$ cat config.mk
export PLATFORM = sky130hd
export DESIGN_NAME = sort_and_dedup_engine_unit
export DESIGN_NICKNAME = d
export VERILOG_FILES = /design/src/rtl/sdd_pkg.sv /design/src/rtl/sort_and_dedup_engine_unit.sv /design/src/rtl/sdd_min_unit.sv
export VERILOG_INCLUDE_DIRS = /design/src /design/src/rtl
export SDC_FILE = /design/constraint.sdc
export NUM_CORES = 2
export LEC_CHECK = 0
export ABC_AREA = 0
export BUFFER_PORTS_ARGS = -buffer_cell sky130_fd_sc_hd__buf_2
export CORE_UTILIZATION = 58
export CTS_CLUSTER_DIAMETER = 40
export DETAILED_ROUTE_END_ITERATION = 6
export HOLD_SLACK_MARGIN = 0.06
export PLACE_DENSITY_LB_ADDON = 0.08
export SLEW_MARGIN = 20
export SYNTH_ARGS = -nofsm -noshare
export SYNTH_HDL_FRONTEND = slang
export SYNTH_HIERARCHICAL = 1
export SYNTH_SLANG_ARGS = --single-unit
export TNS_END_PERCENT = 100
$ cat constraint.sdc
create_clock -name aclk -period 8.61 [get_ports aclk]
set_input_delay 1.722 -clock aclk [delete_from_list [all_inputs] [get_ports aclk]]
set_output_delay 1.722 -clock aclk [all_outputs]
set_load 0.02 [all_outputs]
$ cat src/rtl/assert_macros.svh
// assertion macros used by the engine top level
`ifndef ASSERT_MACROS_SVH
`define ASSERT_MACROS_SVH
`ifndef SYNTHESIS
// same-cycle implication, checked on every edge out of reset
`define SDD_ASSERT_IMPL(label, ante, cons, msg) \
    label: assert property (@(posedge aclk) disable iff (!aresetn) (ante) |-> (cons)) \
        else $error(msg);
// next-cycle implication
`define SDD_ASSERT_NEXT(label, ante, cons, msg) \
    label: assert property (@(posedge aclk) disable iff (!aresetn) (ante) |=> (cons)) \
        else $error(msg);
`else
`define SDD_ASSERT_IMPL(label, ante, cons, msg)
`define SDD_ASSERT_NEXT(label, ante, cons, msg)
`endif
`endif

$ cat src/rtl/sdd_pkg.sv
// shared types and constants of the sort and dedup engine
package sdd_pkg;

    localparam int SDD_CAPACITY = 64;
    localparam int SDD_DATA_W   = 32;

    typedef struct packed {
        logic                         kind;
        logic signed [SDD_DATA_W-1:0] value;
    } sdd_in_t;

    typedef struct packed {
        logic signed [SDD_DATA_W-1:0] value_res;
        logic                         last;
        logic                         empty_res;
        logic                         overflow;
    } sdd_out_t;

    // control from the sequencer to the minimum unit
    typedef struct packed {
        logic clr;
        logic vld;
        logic have_thr;
    } sdd_ctl_t;

endpackage

$ cat src/rtl/sort_and_dedup_engine_unit.sv
// top level of the sort and dedup engine
//
// input words (s_valid/s_ready/s_data) with kind 0 append a signed value to the
// set, one per cycle, into an on-chip store of CAPACITY entries; values past
// capacity are dropped and the set is flagged overflow
// a word with kind 1 ends the set: s_ready drops while the block works
// each pass reads all n stored values through one compare unit and picks the
// smallest value strictly above the last one kept, if any, so a pass yields the next
// distinct value in ascending order and duplicates never appear
// k distinct values take k + 1 passes; the last pass finds no value above the
// final one kept and so marks that word last
// result words (m_valid/m_ready/m_data) come from an output register; last marks
// the final word of a set, an empty set gives one word with empty_res and last
// a stalled receiver holds the word in the output register and the sequencer
// waits for it before loading the next one
// reset clears the set count, the overflow flag and the output valid; the
// store itself needs no clearing, only entries below the count are read
module sort_and_dedup_engine_unit #(
    parameter int CAPACITY = sdd_pkg::SDD_CAPACITY
) (
    input  logic              aclk,
    input  logic              aresetn,
    input  logic              s_valid,
    output logic              s_ready,
    input  sdd_pkg::sdd_in_t  s_data,
    output logic              m_valid,
    input  logic              m_ready,
    output sdd_pkg::sdd_out_t m_data
);
    import sdd_pkg::*;
`include "assert_macros.svh"

    localparam int CNT_W = $clog2(CAPACITY + 1);
    localparam int AW    = (CAPACITY > 1) ? $clog2(CAPACITY) : 1;

    typedef enum logic [4:0] {
        ST_LOAD   = 5'b00001,
        ST_SCAN   = 5'b00010,
        ST_WAIT   = 5'b00100,
        ST_DECIDE = 5'b01000,
        ST_EMPTY  = 5'b10000
    } sdd_state_t;

    sdd_state_t state_reg, state_next;

    logic [CNT_W-1:0]             cnt_reg, cnt_next;
    logic [CNT_W-1:0]             idx_reg, idx_next;
    logic                         drop_reg, drop_next;
    logic                         have_thr_reg, have_thr_next;
    logic signed [SDD_DATA_W-1:0] thr_reg, thr_next;
    logic                         cmp_vld_reg;
    logic signed [SDD_DATA_W-1:0] rdata_reg;
    logic                         m_valid_reg, m_valid_next;
    sdd_out_t                     m_data_reg, m_data_next;

    // element store
    logic signed [SDD_DATA_W-1:0] mem [CAPACITY];

    logic                         in_acc;
    logic                         wr_en;
    logic                         out_free;
    logic                         last_issue;
    logic                         restart;
    sdd_ctl_t                     ctl;
    logic signed [SDD_DATA_W-1:0] best;
    logic                         best_ok;

    assign s_ready    = (state_reg == ST_LOAD);
    assign in_acc     = s_valid && s_ready;
    assign wr_en      = in_acc && !s_data.kind && (cnt_reg < CNT_W'(CAPACITY));
    assign out_free   = !m_valid_reg || m_ready;
    assign last_issue = (idx_reg + CNT_W'(1)) == cnt_reg;

    // a new pass starts after every decision that found a value
    assign restart = (state_reg == ST_DECIDE) && best_ok && (!have_thr_reg || out_free);

    assign ctl.clr      = (state_reg == ST_LOAD) || restart;
    assign ctl.vld      = cmp_vld_reg;
    assign ctl.have_thr = have_thr_reg;

    sdd_min_unit u_min (
        .aclk    (aclk),
        .aresetn (aresetn),
        .ctl     (ctl),
        .data    (rdata_reg),
        .thr     (thr_reg),
        .best    (best),
        .best_ok (best_ok)
    );

    // store write on append, registered read on the scan address
    always_ff @(posedge aclk) begin
        if (wr_en) begin
            mem[cnt_reg[AW-1:0]] <= s_data.value;
        end
    end

    always_ff @(posedge aclk) begin
        rdata_reg <= mem[idx_reg[AW-1:0]];
    end

    // sequencer
    always_comb begin
        state_next    = state_reg;
        cnt_next      = cnt_reg;
        idx_next      = idx_reg;
        drop_next     = drop_reg;
        have_thr_next = have_thr_reg;
        thr_next      = thr_reg;
        m_data_next   = m_data_reg;
        m_valid_next  = m_valid_reg && !m_ready;

        unique case (state_reg)
            ST_LOAD: begin
                idx_next      = '0;
                have_thr_next = 1'b0;
                if (in_acc) begin
                    if (!s_data.kind) begin
                        if (wr_en) begin
                            cnt_next = cnt_reg + CNT_W'(1);
                        end else begin
                            drop_next = 1'b1;
                        end
                    end else if (cnt_reg == '0) begin
                        state_next = ST_EMPTY;
                    end else begin
                        state_next = ST_SCAN;
                    end
                end
            end
            ST_SCAN: begin
                idx_next = idx_reg + CNT_W'(1);
                if (last_issue) begin
                    state_next = ST_WAIT;
                end
            end
            ST_WAIT: begin
                // last compare lands in the minimum unit this cycle
                state_next = ST_DECIDE;
            end
            ST_DECIDE: begin
                if (!have_thr_reg) begin
                    // first pass always finds the minimum of a non-empty set
                    have_thr_next = 1'b1;
                    thr_next      = best;
                    idx_next      = '0;
                    state_next    = ST_SCAN;
                end else if (out_free) begin
                    // the value kept last pass is now known to be last or not
                    m_valid_next          = 1'b1;
                    m_data_next.value_res = thr_reg;
                    m_data_next.last      = !best_ok;
                    m_data_next.empty_res = 1'b0;
                    m_data_next.overflow  = drop_reg;
                    if (best_ok) begin
                        thr_next   = best;
                        idx_next   = '0;
                        state_next = ST_SCAN;
                    end else begin
                        cnt_next   = '0;
                        drop_next  = 1'b0;
                        state_next = ST_LOAD;
                    end
                end
            end
            ST_EMPTY: begin
                if (out_free) begin
                    m_valid_next          = 1'b1;
                    m_data_next.value_res = '0;
                    m_data_next.last      = 1'b1;
                    m_data_next.empty_res = 1'b1;
                    m_data_next.overflow  = drop_reg;
                    drop_next             = 1'b0;
                    state_next            = ST_LOAD;
                end
            end
            default: begin
                state_next = ST_LOAD;
            end
        endcase
    end

    always_ff @(posedge aclk) begin
        if (!aresetn) begin
            state_reg    <= ST_LOAD;
            cnt_reg      <= '0;
            idx_reg      <= '0;
            drop_reg     <= 1'b0;
            have_thr_reg <= 1'b0;
            cmp_vld_reg  <= 1'b0;
            m_valid_reg  <= 1'b0;
        end else begin
            state_reg    <= state_next;
            cnt_reg      <= cnt_next;
            idx_reg      <= idx_next;
            drop_reg     <= drop_next;
            have_thr_reg <= have_thr_next;
            cmp_vld_reg  <= (state_reg == ST_SCAN);
            m_valid_reg  <= m_valid_next;
        end
    end

    // payload registers
    always_ff @(posedge aclk) begin
        thr_reg    <= thr_next;
        m_data_reg <= m_data_next;
    end

    assign m_valid = m_valid_reg;
    assign m_data  = m_data_reg;

    `SDD_ASSERT_IMPL(a_cnt_bound, 1'b1, cnt_reg <= CNT_W'(CAPACITY), "set count past capacity")
    `SDD_ASSERT_IMPL(a_empty_last, m_valid_reg && m_data_reg.empty_res, m_data_reg.last, "empty word without last")
    `SDD_ASSERT_IMPL(a_first_pass, (state_reg == ST_DECIDE) && !have_thr_reg, best_ok, "first pass found no minimum")
    `SDD_ASSERT_IMPL(a_ascending, best_ok && have_thr_reg && !ctl.clr, best > thr_reg, "candidate not above kept value")
    `SDD_ASSERT_NEXT(a_idle_scan, state_reg == ST_LOAD, !cmp_vld_reg, "compare active outside a pass")

endmodule

$ cat src/rtl/sdd_min_unit.sv
// shared compare unit: running minimum above a threshold
module sdd_min_unit (
    input  logic                                 aclk,
    input  logic                                 aresetn,
    input  sdd_pkg::sdd_ctl_t                    ctl,
    input  logic signed [sdd_pkg::SDD_DATA_W-1:0] data,
    input  logic signed [sdd_pkg::SDD_DATA_W-1:0] thr,
    output logic signed [sdd_pkg::SDD_DATA_W-1:0] best,
    output logic                                 best_ok
);
    import sdd_pkg::*;

    logic signed [SDD_DATA_W-1:0] best_reg, best_next;
    logic                         best_ok_reg, best_ok_next;
    logic                         above, below, take;

    // candidate must lie strictly above the last kept value, if any, and below the current best
    assign above = !ctl.have_thr || (data > thr);
    assign below = !best_ok_reg || (data < best_reg);
    assign take  = ctl.vld && above && below;

    always_comb begin
        best_next    = best_reg;
        best_ok_next = best_ok_reg;
        priority if (ctl.clr) begin
            best_ok_next = 1'b0;
        end else if (take) begin
            best_next    = data;
            best_ok_next = 1'b1;
        end else begin
            best_next    = best_reg;
            best_ok_next = best_ok_reg;
        end
    end

    always_ff @(posedge aclk) begin
        if (!aresetn) begin
            best_ok_reg <= 1'b0;
        end else begin
            best_ok_reg <= best_ok_next;
        end
    end

    always_ff @(posedge aclk) begin
        best_reg <= best_next;
    end

    assign best    = best_reg;
    assign best_ok = best_ok_reg;

endmodule

==> flow_metrics.env <==
export IMPL_run_status="finished, violations left"
export IMPL_violations="DRC"
export IMPL_post_place_ws_ns=3.49
export IMPL_dr_total_vias=42300
export IMPL_rsz0062_at_grt="no"
export IMPL_async_reset_ff_frac=0
export IMPL_start_util=0.586
export IMPL_synth_top_family_by_area="multiplexers"
export IMPL_arrival_ns=5.03
export IMPL_place_area_um2=87900
export IMPL_grt_pass1_vias=40700
export IMPL_synthSimpleGateAreaFrac=0.0207
export IMPL_synth_compound_area_share=0.0316
export IMPL_wl_per_cell_um=36.1
export IMPL_ant_nets=0
export IMPL_synth_xor_area_frac=0.00166
export IMPL_fp_coreArea_um2=144000
export IMPL_cp_max_fo=29
export IMPL_stdcell_count=6266
export IMPL_fp_row_count=139
export IMPL_cts_tree="yes"
export IMPL_area_delta_synth_final_pct=15.7
export IMPL_ir_drop_uv=218
export IMPL_drv_cap=0
export IMPL_htree_levels=5
export IMPL_synth_distinct_cells=72
export IMPL_tns_ns=0
export IMPL_synth_area_mux_share=0.145
export IMPL_io_buffers=73
export IMPL_netlist_area_um2=84400
export IMPL_drt_iter0_markers=6102
export IMPL_fill_cells=8955
export IMPL_largest_reg_flops=2048
export IMPL_synth_adder_area_share=0.00979
export IMPL_synth_ff_type="edfxtp_1"
export IMPL_rr_worst_depth=8
export IMPL_netlist_area_leader_share=0.764
export IMPL_avgSynthCellArea_um2=21.8
export IMPL_path_clk_slew_ns=0.06
export IMPL_fin_nets=4268
export IMPL_root_buffer="clkbuf_16"
export IMPL_post_cts_buffers=0
export IMPL_slowest_delay_ns=0.92
export IMPL_slew_violations=0
export IMPL_yosysSeqAreaShare=0.778
export IMPL_gr_usage_all_layers=0.313
export IMPL_setup_viol=0
export IMPL_clock_fmax_ghz=0.233
export IMPL_dieHeight_um=383
export IMPL_drt_pass1_iterations=7
export IMPL_crit_path_start_kind="flip-flop"
export IMPL_min_period_over_period=0.499
export IMPL_clk_latency_ns=0.90
export IMPL_ioPinCount=74
export IMPL_fin_ws_ns=4.31
export IMPL_drive_gt1_frac=0.284
export IMPL_synth_fp_nets=3975
export IMPL_overflow=0
export IMPL_synthTopCellsByArea="edfxtp_1 76%, mux4_2 14%, dfxtp_1 1.3%"
export IMPL_synth_top_area_cell="edfxtp_1"
export IMPL_vias_per_cell=6.75
export IMPL_grt_max_degree=92
export IMPL_cts_resized=0
export IMPL_grt_pass1_wl_mm=315
export IMPL_cellPowerDensity_nw_per_um2=267
export IMPL_hold_path_class="reg2reg"
export IMPL_hpwl_mm=134
export IMPL_netlist_instances=3872
export IMPL_holdBufCountCts=0
export IMPL_dieArea_um2=147000
export IMPL_max_slew_worst_pin_slew_ns=1.28
export IMPL_synth_edf_count=2147
export IMPL_end_kind="flip-flop"
export IMPL_ys_ff_latch=2203
export IMPL_wl_mm=226
export IMPL_skew_ns=0.0576
export IMPL_die_width_um=383
export IMPL_gp_congestion=1.02
export IMPL_cts_buffers=282
export IMPL_holdPathStages=0
export IMPL_cpMostUsedCell="buf_4"
export IMPL_cts_sinks=2203
export IMPL_report_power_total_w=0.0261
export IMPL_yosysWarnings=6
export IMPL_hold_viol=0
export IMPL_fin_crit_ns=4.30
export IMPL_critical_path_cell_chain="buf_4, nor2b_2, buf_4, nand2_1, o22ai_1, nor4_1, nor2_1, a41oi_1"
export IMPL_design_area_um2=97600
export IMPL_p_leak_nw=30.4
export IMPL_slew_headroom=0.140
export IMPL_antenna_found_initial=12
export IMPL_worstPathRequired_ns=9.35
export IMPL_dp_cells=5755
export IMPL_clk_path_buf_depth=4
export IMPL_critPathSlowestCell="nor2b_2"
export IMPL_path_class="reg2reg"
export IMPL_drc=16
## metal layers
| metal | track usage | wire [um] |
|---|---|---|
| met3 | 0.0783 | 26300 |
| met5 | 0 | 13 |
| met4 | 0.134 | 11700 |
| met1 | 0.449 | 84700 |
| met2 | 0.463 | 104000 |
## placed cells by master (no fill, tap or decap), drive strengths merged, types with 11 or more instances in the layout
master / synthesis / layout
nor2b: 15 / 15
edfxtp: 2147 / 2147
mux2i: 56 / 56
nor2: 115 / 115
a22oi: 95 / 95
nor3: 18 / 18
inv: 75 / 106
clkinvlp: 0 / 16
dfxtp: 56 / 56
o22ai: 66 / 66
o21ai: 50 / 50
and2: 40 / 40
bufinv: 0 / 29
clkinv: 0 / 72
buf: 117 / 205
nand4: 15 / 15
ha: 66 / 66
a21oi: 72 / 72
nor4: 16 / 16
xnor2: 11 / 11
a22o: 34 / 34
clkbuf: 79 / 331
nand3: 24 / 24
nand2: 74 / 74
mux4: 512 / 512
## metrics by stage
step	hold slack, ns	util
after CTS	0.445	0.673
after detailed placement	0.432	0.610
final	0.442	0.678
after global placement	0.429	0.608
after global routing	0.454	0.678
after floorplan	0.403	-
## kinds of logic (layout without fill, tap and decap cells)
kind of cell    Yosys count  count (layout)
xor+xnor                 16              16
buf+inv                 271             759
simple gates            350             350
mux                     577             577
compound gates          389             389
flops                  2203            2203
fa+ha+maj                66              66
other cells               0               3
## report_power, final
group / total, W / switching (W) / internal (W)
registers: 0.0121 / 0.000219 / 0.0119
logic: 0.00247 / 0.00161 / 0.000862
clock network: 0.0115 / 0.00441 / 0.00708
## final timing paths
check | slack (ns) | start | endpoint
max | 4.31 | idx_reg[3] | rdata_reg[6]
min | 0.44 | u_min/best[29] | thr_reg[29]
max reg2reg | 4.31 | idx_reg[3] | rdata_reg[6]
min reg2reg | 0.44 | u_min/best[29] | thr_reg[29]
## worst max-delay path, delay by kind of cell (launching register included)
kind / cells / cell delay [ns]
AOI/OAI and AO/OA: 2 / 0.98
buffers and inverters: 2 / 0.85
and+or+nand+nor: 4 / 1.96
DFF: 1 / 0.30
## cell usage after synthesis, types with 3 or more instances
cell type and number:
clkbuf_1 78, buf_1 19, o31ai_1 4, inv_1 75, a21boi_0 3, or4_1 3
nand4_1 15, xnor2_1 11, mux2i_1 56, nor3b_1 3, nor4_1 16, buf_4 20
nor2_1 112, a31oi_1 4, a22oi_1 95, mux2_2 9, buf_2 77, a311oi_1 6
o211a_1 3, xor2_1 5, o211ai_1 4, nand3b_1 3, a221o_1 4, a41oi_1 7
nand2b_1 10, a221oi_1 5, nand2_1 73, o22ai_1 66, nand3_1 22, ha_1 66
a211oi_1 10, a22o_1 34, nor3_1 18, dfxtp_1 56, o221ai_1 8, and2_1 39
nor2b_1 15, o21ai_0 46, edfxtp_1 2147, mux4_2 512, a21oi_1 72
## final cells by class
cell class,count,area [um2],area share
antenna,3,7.51,0.0000769
clock buffer,331,7440,0.0762
clock inverter,148,1670,0.0171
inverter,75,282,0.00288
multi-input combinational,1398,18100,0.186
sequential,2203,65600,0.672
tap,1903,2380,0.0244
timing repair buffer,205,2150,0.0220
Power figures use the tool's default switching activity.
